File: src/hdl/fpm3_pkg.sv
`timescale 1ns / 1ps
`default_nettype none

package fpm3_pkg;

    localparam int unsigned DIM   = 3;
    localparam int unsigned CELLS = 9;

    localparam logic SEL_LEFT  = 1'b0;
    localparam logic SEL_RIGHT = 1'b1;

    localparam logic [1:0] LAST_IDX = 2'(DIM - 1);

    typedef logic [3:0]  t_addr;
    typedef logic [31:0] t_word;

    typedef enum logic [1:0] {
        ST_IDLE,
        ST_WAIT,
        ST_RUN,
        ST_DRAIN
    } t_state;

    typedef struct packed {
        logic       valid;
        logic [1:0] k;
        logic [1:0] row;
        logic [1:0] col;
        logic       last;
    } t_mac_ctl;

    typedef struct packed {
        logic done;
        logic out_free;
    } t_mac_sts;

endpackage

`default_nettype wire

File: src/hdl/fpm3_in_if.sv
`timescale 1ns / 1ps
`default_nettype none

interface fpm3_in_if;
    logic               valid;
    logic               ready;
    logic signed [31:0] value;
    logic               matrix_select;
    logic [3:0]         position;
    logic               compute;

    modport source (output valid, value, matrix_select, position, compute, input ready);
    modport sink   (input valid, value, matrix_select, position, compute, output ready);
endinterface

`default_nettype wire

File: src/hdl/fpm3_out_if.sv
`timescale 1ns / 1ps
`default_nettype none

interface fpm3_out_if;
    logic               valid;
    logic               ready;
    logic signed [31:0] product;
    logic [1:0]         out_row;
    logic [1:0]         out_col;
    logic               last;

    modport source (output valid, product, out_row, out_col, last, input ready);
    modport sink   (input valid, product, out_row, out_col, last, output ready);
endinterface

`default_nettype wire

File: src/hdl/fpm3_ram.sv
`timescale 1ns / 1ps
`default_nettype none

module fpm3_ram
    import fpm3_pkg::*;
(
    input  wire logic  i_clk,
    input  wire logic  i_we,
    input  wire t_addr i_waddr,
    input  wire t_word i_wdata,
    input  wire t_addr i_raddr,
    output t_word      o_rdata
);

    t_word r_mem [CELLS];

    always_ff @(posedge i_clk) begin
        if (i_we) begin
            r_mem[i_waddr] <= i_wdata;
        end
    end

    always_ff @(posedge i_clk) begin
        o_rdata <= r_mem[i_raddr];
    end

endmodule

`default_nettype wire

File: src/hdl/fpm3_mac.sv
`timescale 1ns / 1ps
`default_nettype none

module fpm3_mac
    import fpm3_pkg::*;
#(
    parameter int unsigned FRAC_BITS = 12
) (
    input  wire logic     i_clk,
    input  wire logic     i_rst_n,
    input  wire t_mac_ctl i_ctl,
    input  wire t_word    i_a,
    input  wire t_word    i_b,
    output t_mac_sts      o_sts,
    fpm3_out_if.source    o_out
);

    t_mac_ctl           r_s1_ctl;
    t_mac_ctl           r_s2_ctl;
    logic signed [63:0] r_prod;
    logic [63:0]        r_acc;
    logic [63:0]        n_sum;
    logic               r_out_valid;
    t_word              r_product;
    logic [1:0]         r_row;
    logic [1:0]         r_col;
    logic               r_last;
    logic               s2_final;

    always_ff @(posedge i_clk) begin
        if (!i_rst_n) begin
            r_s1_ctl <= '0;
            r_s2_ctl <= '0;
        end else begin
            r_s1_ctl <= i_ctl;
            r_s2_ctl <= r_s1_ctl;
        end
    end

    // memory data lines up with stage one control
    always_ff @(posedge i_clk) begin
        if (r_s1_ctl.valid) begin
            r_prod <= signed'(i_a) * signed'(i_b);
        end
    end

    always_comb begin
        n_sum    = ((r_s2_ctl.k == 2'd0) ? 64'd0 : r_acc) + 64'(r_prod);
        s2_final = r_s2_ctl.valid && (r_s2_ctl.k == LAST_IDX);
    end

    always_ff @(posedge i_clk) begin
        if (r_s2_ctl.valid && !s2_final) begin
            r_acc <= n_sum;
        end
    end

    always_ff @(posedge i_clk) begin
        if (!i_rst_n) begin
            r_out_valid <= 1'b0;
        end else if (s2_final) begin
            r_out_valid <= 1'b1;
        end else if (o_out.ready) begin
            r_out_valid <= 1'b0;
        end
    end

    always_ff @(posedge i_clk) begin
        if (s2_final) begin
            r_product <= n_sum[FRAC_BITS +: 32];
            r_row     <= r_s2_ctl.row;
            r_col     <= r_s2_ctl.col;
            r_last    <= r_s2_ctl.last;
        end
    end

    assign o_out.valid   = r_out_valid;
    assign o_out.product = signed'(r_product);
    assign o_out.out_row = r_row;
    assign o_out.out_col = r_col;
    assign o_out.last    = r_last;

    assign o_sts.done     = s2_final;
    assign o_sts.out_free = !r_out_valid || o_out.ready;

endmodule

`default_nettype wire

File: src/hdl/fixed_point_matrix3_multiply.sv
// fixed_point_matrix3_multiply: product of two 3x3 signed Q20.12 matrices
//
// input channel i_in: each item writes value into the left (matrix_select 0)
// or right (matrix_select 1) matrix at position row*3+col; positions 9..15
// store nothing. an item with compute set stores first, then starts the
// product. both matrices sit in 9-entry synchronous memories.
// output channel o_out: nine result items in row-major order, each the
// three-term dot product shifted right by FRAC_BITS and kept to 32 bits,
// last set on the ninth.
// sequencing: load items are taken while i_in.ready is high. for a compute item
// each result goes through wait, three memory reads, multiply and accumulate,
// and the receiver can stall the sequence. i_in.ready is low from the compute
// item until the last result is loaded.
// when the receiver stalls, the finished result holds in the output register
// and the next dot product does not start until that register frees up.
// reset clears the sequencer and the output valid; matrix contents are
// undefined until written.
`timescale 1ns / 1ps
`default_nettype none

module fixed_point_matrix3_multiply
    import fpm3_pkg::*;
#(
    parameter int unsigned FRAC_BITS = 12
) (
    input  wire logic  i_clk,
    input  wire logic  i_rst_n,
    fpm3_in_if.sink    i_in,
    fpm3_out_if.source o_out
);

    t_state     r_state;
    t_state     n_state;
    logic [1:0] r_row;
    logic [1:0] n_row;
    logic [1:0] r_col;
    logic [1:0] n_col;
    logic [1:0] r_k;
    logic [1:0] n_k;
    t_mac_ctl   mac_ctl;
    t_mac_sts   mac_sts;
    logic       accept;
    logic       pos_ok;
    t_addr      left_raddr;
    t_addr      right_raddr;
    t_word      left_rdata;
    t_word      right_rdata;

    assign accept = i_in.valid && i_in.ready;
    assign pos_ok = (i_in.position < 4'(CELLS));

    assign left_raddr  = t_addr'({r_row, 1'b0}) + t_addr'(r_row) + t_addr'(r_k);
    assign right_raddr = t_addr'({r_k, 1'b0}) + t_addr'(r_k) + t_addr'(r_col);

    always_ff @(posedge i_clk) begin
        if (!i_rst_n) begin
            r_state <= ST_IDLE;
            r_row   <= '0;
            r_col   <= '0;
            r_k     <= '0;
        end else begin
            r_state <= n_state;
            r_row   <= n_row;
            r_col   <= n_col;
            r_k     <= n_k;
        end
    end

    always_comb begin
        n_state       = r_state;
        n_row         = r_row;
        n_col         = r_col;
        n_k           = r_k;
        i_in.ready    = 1'b0;
        mac_ctl.valid = 1'b0;
        mac_ctl.k     = r_k;
        mac_ctl.row   = r_row;
        mac_ctl.col   = r_col;
        mac_ctl.last  = (r_row == LAST_IDX) && (r_col == LAST_IDX);
        unique case (r_state)
            ST_IDLE: begin
                i_in.ready = 1'b1;
                if (accept && i_in.compute) begin
                    n_state = ST_WAIT;
                    n_row   = '0;
                    n_col   = '0;
                end
            end
            ST_WAIT: begin
                if (mac_sts.out_free) begin
                    n_state = ST_RUN;
                    n_k     = '0;
                end
            end
            ST_RUN: begin
                mac_ctl.valid = 1'b1;
                n_k           = r_k + 2'd1;
                if (r_k == LAST_IDX) begin
                    n_state = ST_DRAIN;
                end
            end
            ST_DRAIN: begin
                if (mac_sts.done) begin
                    if (mac_ctl.last) begin
                        n_state = ST_IDLE;
                    end else begin
                        n_state = ST_WAIT;
                        if (r_col == LAST_IDX) begin
                            n_col = '0;
                            n_row = r_row + 2'd1;
                        end else begin
                            n_col = r_col + 2'd1;
                        end
                    end
                end
            end
            default: begin
                n_state = ST_IDLE;
            end
        endcase
    end

    fpm3_ram u_left (
        .i_clk   (i_clk),
        .i_we    (accept && pos_ok && (i_in.matrix_select == SEL_LEFT)),
        .i_waddr (i_in.position),
        .i_wdata (t_word'(i_in.value)),
        .i_raddr (left_raddr),
        .o_rdata (left_rdata)
    );

    fpm3_ram u_right (
        .i_clk   (i_clk),
        .i_we    (accept && pos_ok && (i_in.matrix_select == SEL_RIGHT)),
        .i_waddr (i_in.position),
        .i_wdata (t_word'(i_in.value)),
        .i_raddr (right_raddr),
        .o_rdata (right_rdata)
    );

    fpm3_mac #(
        .FRAC_BITS (FRAC_BITS)
    ) u_mac (
        .i_clk   (i_clk),
        .i_rst_n (i_rst_n),
        .i_ctl   (mac_ctl),
        .i_a     (left_rdata),
        .i_b     (right_rdata),
        .o_sts   (mac_sts),
        .o_out   (o_out)
    );

endmodule

`default_nettype wire

File: src/flat_wrapper.sv
// flat-port wrapper written by rule: the top's interface ports become plain ports
module fixed_point_matrix3_multiply_flat import fpm3_pkg::*;
#(
    parameter int unsigned FRAC_BITS = 12
)
  (i_clk, i_rst_n, i_in_valid, i_in_value, i_in_matrix_select, i_in_position, i_in_compute, i_in_ready, o_out_valid, o_out_product, o_out_out_row, o_out_out_col, o_out_last, o_out_ready);
  fpm3_in_if i_in_i ();
  fpm3_out_if o_out_i ();
  input  wire logic i_clk;
  input  wire logic i_rst_n;
  input wire logic [$bits(i_in_i.valid)-1:0] i_in_valid;
  input wire logic [$bits(i_in_i.value)-1:0] i_in_value;
  input wire logic [$bits(i_in_i.matrix_select)-1:0] i_in_matrix_select;
  input wire logic [$bits(i_in_i.position)-1:0] i_in_position;
  input wire logic [$bits(i_in_i.compute)-1:0] i_in_compute;
  output wire logic [$bits(i_in_i.ready)-1:0] i_in_ready;
  output wire logic [$bits(o_out_i.valid)-1:0] o_out_valid;
  output wire logic [$bits(o_out_i.product)-1:0] o_out_product;
  output wire logic [$bits(o_out_i.out_row)-1:0] o_out_out_row;
  output wire logic [$bits(o_out_i.out_col)-1:0] o_out_out_col;
  output wire logic [$bits(o_out_i.last)-1:0] o_out_last;
  input wire logic [$bits(o_out_i.ready)-1:0] o_out_ready;
  assign i_in_i.valid = i_in_valid;
  assign i_in_i.value = i_in_value;
  assign i_in_i.matrix_select = i_in_matrix_select;
  assign i_in_i.position = i_in_position;
  assign i_in_i.compute = i_in_compute;
  assign i_in_ready = i_in_i.ready;
  assign o_out_valid = o_out_i.valid;
  assign o_out_product = o_out_i.product;
  assign o_out_out_row = o_out_i.out_row;
  assign o_out_out_col = o_out_i.out_col;
  assign o_out_last = o_out_i.last;
  assign o_out_i.ready = o_out_ready;
  fixed_point_matrix3_multiply #(.FRAC_BITS(FRAC_BITS)) u_core (.i_clk(i_clk), .i_rst_n(i_rst_n), .i_in(i_in_i), .o_out(o_out_i));
endmodule
File: config.mk
export PLATFORM = sky130hd
export DESIGN_NAME = fixed_point_matrix3_multiply_flat
export DESIGN_NICKNAME = d
export VERILOG_FILES = /design/src/hdl/fpm3_pkg.sv /design/src/hdl/fpm3_in_if.sv /design/src/hdl/fpm3_out_if.sv /design/src/hdl/fpm3_ram.sv /design/src/hdl/fpm3_mac.sv /design/src/hdl/fixed_point_matrix3_multiply.sv /design/src/flat_wrapper.sv
export SDC_FILE = /design/constraint.sdc
export NUM_CORES = 2
export LEC_CHECK = 0
export BUFFER_PORTS_ARGS = -buffer_cell sky130_fd_sc_hd__buf_2
export CAP_MARGIN = 5
export CORE_MARGIN = 5
export CORE_UTILIZATION = 45
export CTS_BUF_LIST = sky130_fd_sc_hd__clkbuf_16
export DETAILED_ROUTE_END_ITERATION = 8
export PLACE_DENSITY_LB_ADDON = 0.25
export SLEW_MARGIN = 20
export SYNTH_ARGS = -nofsm -noshare
export SYNTH_HDL_FRONTEND = slang
export SYNTH_SLANG_ARGS = --single-unit
export TNS_END_PERCENT = 50
File: constraint.sdc
create_clock -name i_clk -period 20.2 [get_ports i_clk]
set_clock_uncertainty 0.2 [all_clocks]
set_input_delay 4.04 -clock i_clk [delete_from_list [all_inputs] [get_ports i_clk]]
set_output_delay 4.04 -clock i_clk [all_outputs]
set_load 0.02 [all_outputs]
==> out/qor.txt <==
STATUS
--------------------------------------------------------------------------------
Outcome                                                             complete, no violations

PLACEMENT
--------------------------------------------------------------------------------
RePlAce Congestion                                                         0.905
HPWL after DPL                                                           91.8 mm
Number of port buffers                                                        80

FINISH
--------------------------------------------------------------------------------
Share of post-route cells with drive strength above 1                      9.50%
Total Nets Final                                                           5,569
Most frequent cells in the layout                                   sky130_fd_sc_hd__inv_1 (782), sky130_fd_sc_hd__fa_1 (749), sky130_fd_sc_hd__edfxtp_1 (701)
Layout area overhead                                                       9.00%
Commonest non-fill, non-tap cell in the layout                      sky130_fd_sc_hd__inv_1
Final-layout fill cell count                                              11,159

RUN
--------------------------------------------------------------------------------
Max-capacitance violation count                                                0

CLOCK TREE
--------------------------------------------------------------------------------
Quantity of gates resized following cts                                        0
Setup Buffers After CTS                                                        0
Buffer cell driving the clock tree root                             sky130_fd_sc_hd__clkbuf_16
Clock-pin transition on the worst setup and hold timing paths            0.06 ns
Max Root-Sink Buffers                                                          3
Post-cts hold buffer count                                                     0
Cts bufs inserted                                                             83
Clk Latency, worst-skew pair                                             0.71 ns
Number of sinks driven by the clock tree                                     790
Number of H-tree levels                                                        3
Clock tree from TritonCTS                                                   done

ROUTING
--------------------------------------------------------------------------------
Highest routed layer                                                        met5
TritonRoute pass-1 iters                                                       5
Detailed-routed wire length on met3                                      10.2 mm
Post-route ant nets                                                            0
Routed via count divided by cell count                                      5.27
Detailed-route DRC error count                                                 0
Drt initial violations                                                     2,352
Total wirelength of the detailed-routed design                            136 mm
Met2 WL                                                                  64.3 mm
Routed via count                                                          33,122
Mean routed wirelength per cell                                          21.7 um
Routed metal-1 wirelength                                                58.5 mm

YOSYS
--------------------------------------------------------------------------------
Number of distinct library cells after synthesis                              69
Post-synthesis cell count                                                  4,534
Total nets after synthesis                                                 5,543
Leading cell types by total area after synthesis                    sky130_fd_sc_hd__edfxtp_1 (37%), sky130_fd_sc_hd__fa_1 (26%), sky130_fd_sc_hd__and2_1 (5.4%), sky130_fd_sc_hd__mux4_2 (5.1%), sky130_fd_sc_hd__inv_1 (5.0%)
EDFF count, synth                                                            701
Main synth FF type                                                  sky130_fd_sc_hd__edfxtp_1
Mean instance size in the synthesized netlist                         12.5 sq um
Async S/R FF share, synth                                                     0%
Sequential share of the synthesized area                                   40.2%
Post-synth top area cell                                            sky130_fd_sc_hd__edfxtp_1
Cell area after technology mapping                                  56,800 sq um
Share of the synthesized area in the top cell type                         37.1%
Warning count from the yosys run                                               0
Flop and latch count out of synthesis                                        790

FLOORPLANNING
--------------------------------------------------------------------------------
# rows                                                                       130
Count of boundary I/O pins                                                    81
Die Y                                                                     365 um
Floorplan die width                                                       365 um
Area inside the core boundary                                       126,000 sq um
Starting density of the core                                               45.2%
Die area                                                            133,000 sq um

STA
--------------------------------------------------------------------------------
Worst slew margin relative to its limit                                    28.1%
Measured slew at the worst slew-check pin                                1.08 ns
Worst slack on hold paths                                               0.203 ns
Highest clock frequency the design can meet                              124 MHz
Final Critical Period                                                    8.05 ns
Number of endpoints with negative hold slack in the final report               0
Fin Setup TNS                                                               0 ns
Final period utilization                                                   39.9%
Setup violation total in the final timing report                               0
Count of final max-slew check failures                                         0
Unrepaired setup endpoints after global routing                               no

CRITICAL PATH
--------------------------------------------------------------------------------
Beginning of the worst register-to-register path                    u_core.u_right.o_rdata[9]
Arrival time at the worst endpoint                                       8.23 ns
Crit-path max FO                                                              32
Required time of the worst setup path                                   20.38 ns
Worst Setup EP                                                      u_core.u_mac.r_prod[43]
Endpoint type of the worst setup path                                  flip-flop
Worst Setup SP                                                      u_core.u_right.o_rdata[9]
Worst reg2reg path depth                                                      24
Critical Path Source Type                                              flip-flop
Reg2Reg Setup Slack                                                     12.15 ns
Worst setup path category                                             reg -> reg
Worst r2r dst                                                       u_core.u_mac.r_prod[43]

GRT
--------------------------------------------------------------------------------
Leftover overflow at the end of global routing                                 0
Via count of the first global-routing pass                                35,864
Number of antenna violations at the first check in global routing             10
Combined global-route utilization of all metal layers                      21.1%
First-pass GRT wire length                                                213 mm
Pin count of the biggest net entering global routing                          65

WORST HOLD PATH
--------------------------------------------------------------------------------
Kind of path behind the tightest hold check                           reg -> reg

==> Yosys cell counts, drive strengths merged, types with 14 or more instances <==
library cell  instances
and2                488
xnor2                92
ha                  216
mux2i                66
buf                  25
nor3                 15
edfxtp              701
nand2b               18
nand3                21
o21a                 14
nor2                 82
dfxtp                89
clkbuf              185
inv                 763
nand2               462
xor2                 26
o21ai               109
mux4                128
nor2b                52
fa                  751
a21o                 39
a21oi                72
==> flip-flops by register name, summed over array words and instances (netlist names) <==
signal                      flops
u_core.r_state                  2
u_core.u_mac.o_out.last         1
u_core.u_left.o_rdata          32
u_core.r_row                    2
u_core.u_mac.o_out.out_col      2
u_core.u_left.r_mem           288
u_core.r_k                      2
u_core.u_mac.r_s2_ctl           8
u_core.u_mac.o_out.out_row      2
u_core.r_col                    2
u_core.u_mac.o_out.product     32
u_core.u_right.r_mem          288
u_core.u_mac.r_acc             44
u_core.u_mac.o_out.valid        1
u_core.u_mac.r_prod            44
u_core.u_mac.r_s1_ctl           8
u_core.u_right.o_rdata         32
==> metal layers <==
layer | vias up | track usage (%)
li1 | 14680 | -
met3 | 210 | 4.88
met4 | 6 | 5.41
met2 | 1058 | 34.2
met1 | 17168 | 29.0
met5 | - | 0
==> final cells by class <==
class | instances | area [sq um] | area share [%]
diodes | 1 | 2.50 | 0.00404
multi-input cells | 2771 | 30500 | 49.3
clock buffers | 83 | 2080 | 3.35
well taps | 1650 | 2060 | 3.33
flip-flops and latches | 790 | 22800 | 36.9
repair buffers | 151 | 946 | 1.53
inverters | 763 | 2860 | 4.63
clock inverters | 72 | 603 | 0.974
==> stage by stage <==
| stage | std cells | worst slack (ns) | cell area (sq um) | util (%) |
|---|---|---|---|---|
| 2_1_floorplan | 4534 | 11.98 | 56800 | - |
| 3_3_place_gp | 6124 | 11.86 | 59200 | 47.2 |
| 3_5_place_dp | 6124 | 12.18 | 59200 | 47.2 |
| 4_1_cts | 6279 | 12.13 | 61900 | 49.3 |
| 5_1_grt | 6280 | 11.61 | 61900 | 49.3 |
| 6_report | 6281 | 12.15 | 61900 | 49.3 |
==> logic make-up (layout without fill, tap and decap cells) <==
kind of cell	after synthesis	in the layout	synth area share, %
AO/OA/AOI/OAI	315	315	3.56
XOR/XNOR	118	118	1.82
adder cells (fa/ha/maj)	967	967	31.2
buffers and inverters	973	1069	6.44
flip-flops	790	790	40.2
multiplexers	194	194	6.24
other	0	1	0
AND/OR/NAND/NOR	1177	1177	10.5
==> how the worst min path moves through the flow <==
| stage | depth (start not counted) | startpoint | slack (ns) | end |
|---|---|---|---|---|
| 2_1_floorplan | 0 | u_core.u_mac.r_s2_ctl[0] | 0.19 | u_core.u_mac.o_out.last |
| 3_3_place_gp | 0 | u_core.u_mac.r_s2_ctl[4] | 0.19 | u_core.u_mac.o_out.out_row[1] |
| 3_5_place_dp | 0 | u_core.u_mac.r_s2_ctl[1] | 0.19 | u_core.u_mac.o_out.out_col[0] |
| 4_1_cts | 0 | u_core.u_mac.r_s2_ctl[1] | 0.21 | u_core.u_mac.o_out.out_col[0] |
| 5_1_grt | 0 | u_core.u_mac.r_s2_ctl[1] | 0.22 | u_core.u_mac.o_out.out_col[0] |
| 6_report | 0 | u_core.u_mac.r_s2_ctl[0] | 0.20 | u_core.u_mac.o_out.last |
==> worst max-delay path: stages (launching register included) <==
cell,delay [ns]
sky130_fd_sc_hd__dfxtp_2,0.95
sky130_fd_sc_hd__nand2_1,0.17
sky130_fd_sc_hd__fa_1,0.43
sky130_fd_sc_hd__inv_1,0.08
sky130_fd_sc_hd__fa_1,0.44
sky130_fd_sc_hd__fa_1,0.55
sky130_fd_sc_hd__inv_1,0.06
sky130_fd_sc_hd__fa_1,0.47
sky130_fd_sc_hd__inv_1,0.05
sky130_fd_sc_hd__fa_1,0.49
sky130_fd_sc_hd__inv_1,0.06
sky130_fd_sc_hd__fa_1,0.53
sky130_fd_sc_hd__inv_1,0.05
sky130_fd_sc_hd__fa_1,0.49
sky130_fd_sc_hd__fa_1,0.41
sky130_fd_sc_hd__ha_1,0.39
sky130_fd_sc_hd__nand3_1,0.16
sky130_fd_sc_hd__nor4_1,0.27
sky130_fd_sc_hd__o211ai_1,0.19
sky130_fd_sc_hd__a31oi_1,0.31
sky130_fd_sc_hd__nor2_1,0.14
sky130_fd_sc_hd__o221ai_2,0.31
sky130_fd_sc_hd__a21oi_1,0.17
sky130_fd_sc_hd__o31ai_1,0.26
sky130_fd_sc_hd__xnor2_1,0.10
Power is not shown: default switching activity piles up to over one toggle a cycle in this logic, so the estimate is an artifact.
